[src/design/usv_div.sv]
// ----------------------------------------------------------------------------
// usv_div
// Pipelined restoring divider, one quotient bit per stage.
// ----------------------------------------------------------------------------
module usv_div #(
    parameter int QW = 32,
    parameter int DW = 9
) (
    input  logic          i_clk,
    input  logic          i_en,
    input  logic [DW-1:0] i_hi,
    input  logic [QW-1:0] i_lo,
    input  logic [DW-1:0] i_den,
    output logic [QW-1:0] o_quo
);

    logic [DW-1:0] r_rem [QW];
    logic [DW-1:0] r_den [QW];
    logic [QW-1:0] r_lo  [QW];
    logic [QW-1:0] r_q   [QW];

    for (genvar k = 0; k < QW; k++) begin : g_st
        logic [DW-1:0] w_rem;
        logic [DW-1:0] w_den;
        logic [QW-1:0] w_lo;
        logic [QW-1:0] w_q;
        logic [DW:0]   w_t;
        logic [DW:0]   n_t;
        logic          w_ge;

        if (k == 0) begin : g_first
            assign w_rem = i_hi;
            assign w_den = i_den;
            assign w_lo  = i_lo;
            assign w_q   = '0;
        end else begin : g_next
            assign w_rem = r_rem[k-1];
            assign w_den = r_den[k-1];
            assign w_lo  = r_lo[k-1];
            assign w_q   = r_q[k-1];
        end

        assign w_t  = {w_rem, w_lo[QW-1]};
        assign w_ge = w_t >= {1'b0, w_den};
        assign n_t  = w_ge ? w_t - {1'b0, w_den} : w_t;

        always_ff @(posedge i_clk) begin
            if (i_en) begin
                r_rem[k] <= n_t[DW-1:0];
                r_den[k] <= w_den;
                r_lo[k]  <= {w_lo[QW-2:0], 1'b0};
                r_q[k]   <= {w_q[QW-2:0], w_ge};
            end
        end
    end

    assign o_quo = r_q[QW-1];

endmodule

[config.mk]
export PLATFORM = sky130hd
export DESIGN_NAME = usv_div
export DESIGN_NICKNAME = d
export VERILOG_FILES = /design/src/design/usv_div.sv
export SDC_FILE = /design/constraint.sdc
export NUM_CORES = 2
export LEC_CHECK = 0
export BUFFER_PORTS_ARGS = -buffer_cell sky130_fd_sc_hd__buf_2
export CORE_MARGIN = 2
export CORE_UTILIZATION = 38
export CTS_CLUSTER_SIZE = 28
export DETAILED_ROUTE_END_ITERATION = 16
export GPL_ROUTABILITY_DRIVEN = 0
export SYNTH_ARGS = -nofsm -noshare
export SYNTH_HDL_FRONTEND = slang
export SYNTH_SLANG_ARGS = --single-unit
[constraint.sdc]
create_clock -name i_clk -period 3.4 [get_ports i_clk]
set_input_delay 0.68 -clock i_clk [delete_from_list [all_inputs] [get_ports i_clk]]
set_output_delay 0.68 -clock i_clk [all_outputs]
set_load 0.01 [all_outputs]
Yosys cells after proc, flatten, opt, wreduce, memory -nomap -nowiden
Memory sizes are Yosys's and may differ from the RTL's.
Index checks and enable logic that the tools add are counted.

storage, ports and cells
  register bits after elaboration = 0
  latch bits = 0
  memory bits (writable) = 2592
  memory bits (read-only) = 0
  output and inout port bits = 32
  word-level logic and storage cells = 102
  memories kept = 4

cells by class
  $add $sub $neg = 32
  multipliers = 0
  divide/modulo/power cells = 0
  magnitude comparators = 32
  eq/ne operators = 0
  shifts and indexed selects = 0
  mux-type cells = 34
  bitwise logic cells = 0
  reduce and logical (&&, ||, !) cells = 0

memory list
  name   words  bits a word  rd ports  clocked after memory_dff  wr ports  line  source
  r_q    32     32           32        0                         32        20    logic [QW-1:0] r_q [QW];
  r_lo   32     31           31        0                         32        19    logic [QW-1:0] r_lo [QW];
  r_den  32     9            31        0                         32        18    logic [DW-1:0] r_den [QW];
  r_rem  32     9            31        0                         32        17    logic [DW-1:0] r_rem [QW];

operator list
  cell           number
  $ge A10 B9 Y1  32
  $mux W9        32
  $sub A9 B9 Y9  32
  $mux W1        2

Longest topological paths before layout
An unclocked memory read counts as a cell.

  depth after elaboration = 3
  gate-level depth with buffers = 11
  mapped depth without buffers = 10

Worst setup path before layout
Ideal clock, no wire load.

  path type = input -> register
  start point = input i_lo[31]
  end point = memory r_rem[0][6], data pin
  setup time = 0.262 ns
  data arrival time = 2.356 ns
  data required time = 3.138 ns
  slack = 0.782 ns
  stages = 11
  path buffers = 1
  cell sequence = inv_1 > ha_1 > inv_1 > fa_1 > a21oi_1 > a21oi_1 > o21bai_2 > and2_0 > buf_2 > inv_2 > mux2_1

RTL lines
  what         line  source
  from (decl)  12    input logic [QW-1:0] i_lo,
  to (decl)    17

==> impl_metrics.csv <==
group,metric,value,unit
sta,finalSetupViolCount,0,
synth,async_flop_share,0,
synth,post_synth.cell_area_avg,16.4,um^2
detailed_routing,drt_drc_violations_left,0,
synth,syn_inst,3921,
floorplan,pin_count,84,
grt,grt_pass1_vias,32300,
job,maxCapViolCount,0,
sta,tns,0,ns
synth,synth.distinct_cells,69,
setup_path,cp_max_fo,9,
cts,htreeDepth,4,
floorplan,core-area,168000,um^2
synth,synth_area,64300,um^2
finish,diodes,0,
cts,cts.sinks,1582,
synth,synthTopCellsByArea,"edfxtp_1, ha_1, inv_1",
sta,fin_ws,0.586,ns
finish,fillers,14600,
cts,clockBufferDepth,3,
pwr,vdd_ir_drop_max,0.604,mV
finish,final_nets,4610,
synth,syn_nets,4292,
setup_path,path_class,"flip-flop to flip-flop",
detailed_routing,routed_wl,100,mm
floorplan,die_w,415,um
cts,clockRootBuffer,"clkbuf_16",
grt,grt_remaining_overflow,0,
setup_path,worst_setup_path_end_kind,"flip-flop",
setup_path,cp.arrival,3.34,ns
floorplan,dieArea,172000,um^2
grt,grt_start_max_net_pins,105,
synth,synthTopCellsByCount,"edfxtp_1, inv_1, ha_1, a21oi_1, nor2_1",
synth,synth.yosys.seq_area_share,0.739,
floorplan,start_util,0.384,
sta,fmax,355,MHz
detailed_routing,vias,31900,
detailed_routing,drt-vias-per-instance,4.85,
grt,antenna_found_initial,0,
cts,cts_tree,"done",
cts,cts_buffers,171,
detailed_routing,dr.pass1.iters,5,
run_status,status,"completed",
finish,multiInputGateArea,15000,um^2
grt,grt_pass1_wl,164,mm
synth,ys_ff_latch,1582,
synth,ys.warnings.count,0,
sta,finalClockSkew,0.0326,ns
finish,syn2layout_area_growth,15.2,%
sta,report.final.hold_viol_count,0,
pwr,power.density,821,nW/um^2
floorplan,std_cell_rows,150,
synth,synthFlopType,"edfxtp_1",
detailed_routing,drt-initial-drc-count,2195,
cts,post_cts_resized,0,
detailed_routing,wl_per_cell,15.3,um
synth,synthDominantAreaCellType,"edfxtp_1",
finish,layoutNonFillerInstCount,6581,
sta,tightest_slew,0.633,ns
cts,clock_latency,0.80,ns
sta,fin_crit,2.81,ns
placed_design,dp_cells,6233,
pwr,total_leakage_power,27.3,nW
floorplan,fp.dieH,415,um
setup_path,startpoint_type,"flip-flop",
sta,rsz0062_at_grt,"no",
finish,seq_area,47500,um^2
synth,yosys.cell_count.top_type,"edfxtp_1",
grt,grt_usage,0.116,
setup_path,worst-endpoint-required,3.92,ns
finish,drive_gt1_frac,0.130,
cts,clk_pin_slew,0.06,ns
placed_design,dpl_worst_slack,0.386,ns
synth,yosys.area.top_type_share,0.739,
detailed_routing,ant_nets,0,
placed_design,dp_hpwl,64.9,mm
sta,drv_slew,0,
hold_path,hp-class,"input port to flip-flop",
synth,synth_enable_flop_cells,1582,
sta,fin_crit_sh,0.828,
sta,relSlewSlack,0.567,
finish,final_core_util,0.442,
pwr,power.total,0.0608,W
placed_design,portBuffers,83,
==> power breakdown <==
group / leakage, nW / switching (W) / internal, W
clock: 2.72 / 0.00761 / 0.0109
combinational: 9.17 / 0.00821 / 0.00721
sequential: 15.4 / 0.00136 / 0.0254
==> final timing paths <==
kind,slack [ns],depth (start not counted),endpoint,from
setup / recovery,0.59,9,r_rem[1][31],r_lo[1][92]
hold / removal,0.09,1,r_lo[0][4],i_lo[4]
setup reg to reg,0.59,9,r_rem[1][31],r_lo[1][92]
hold reg to reg,0.40,0,r_lo[1][28],r_lo[0][492]
==> flip-flops by register name, indices dropped and copies added, names as in the netlist <==
signal,flops
r_rem,279
r_lo,496
r_q,528
r_den,279
==> timing repair <==
item | in CTS | in global routing
setup buffers | 0 | 0
hold buffers | 37 | 0
hold endpoints to repair | 37 | 0
==> cell usage in the layout (no fill, tap or decap), types with 57 or more instances in the layout <==
cell type,synthesis,routed
nor2_1,142,142
o21a_1,80,80
o21ai_0,59,59
ha_1,288,288
o211ai_1,57,57
buf_2,11,82
nor3_1,74,74
a21oi_1,226,226
xnor2_1,112,112
nand2_1,82,82
inv_1,417,417
a21boi_0,62,62
edfxtp_1,1582,1582
mux2_2,134,134
clkbuf_16,0,171
==> worst max-delay path: stages, from the launching register on <==
cell	delay [ns]
edfxtp_1	0.42
inv_1	0.08
ha_1	0.16
inv_1	0.05
fa_1	0.41
a21oi_1	0.27
o211ai_1	0.16
and3_1	0.24
nand2b_1	0.36
mux2_2	0.38
==> kinds of logic (layout without fill, tap and decap cells) <==
logic type | Yosys count | after routing | synth area share
adders and majority gates | 319 | 319 | 0.0657
muxes | 189 | 189 | 0.0336
buffers and inverters | 457 | 913 | 0.0277
DFF | 1582 | 1582 | 0.739
and+or+nand+nor | 510 | 510 | 0.0393
AOI/OAI and AO/OA | 741 | 741 | 0.0778
xor gates and xnor gates | 123 | 123 | 0.0168
==> layer usage <==
metal  share of wire  wire length [um]  global-route usage
met3           0.041              4100              0.0279
met1            0.46             46100               0.151
met5               0                 0                   0
met2            0.47             47300               0.185
met4           0.029              2940              0.0477
==> final cells by class <==
cell class	instances	share of cell area
Multi-Input combinational cell	1882	0.202
Inverter	433	0.0220
Clock buffer	209	0.0597
Sequential cell	1582	0.641
Tap cell	2204	0.0372
Clock inverter	102	0.0170
Timing Repair Buffer	169	0.0202
==> through the flow <==
stage          hold slack [ns]  instance area (um^2)
6_report                0.0894                 74100
5_1_grt                 0.0201                 74100
4_1_cts                0.00565                 74100
3_5_place_dp             0.405                 68000
3_3_place_gp             0.400                 68000
2_1_floorplan            0.400                 64300
Note: power is estimated with default switching activity, not from simulation.
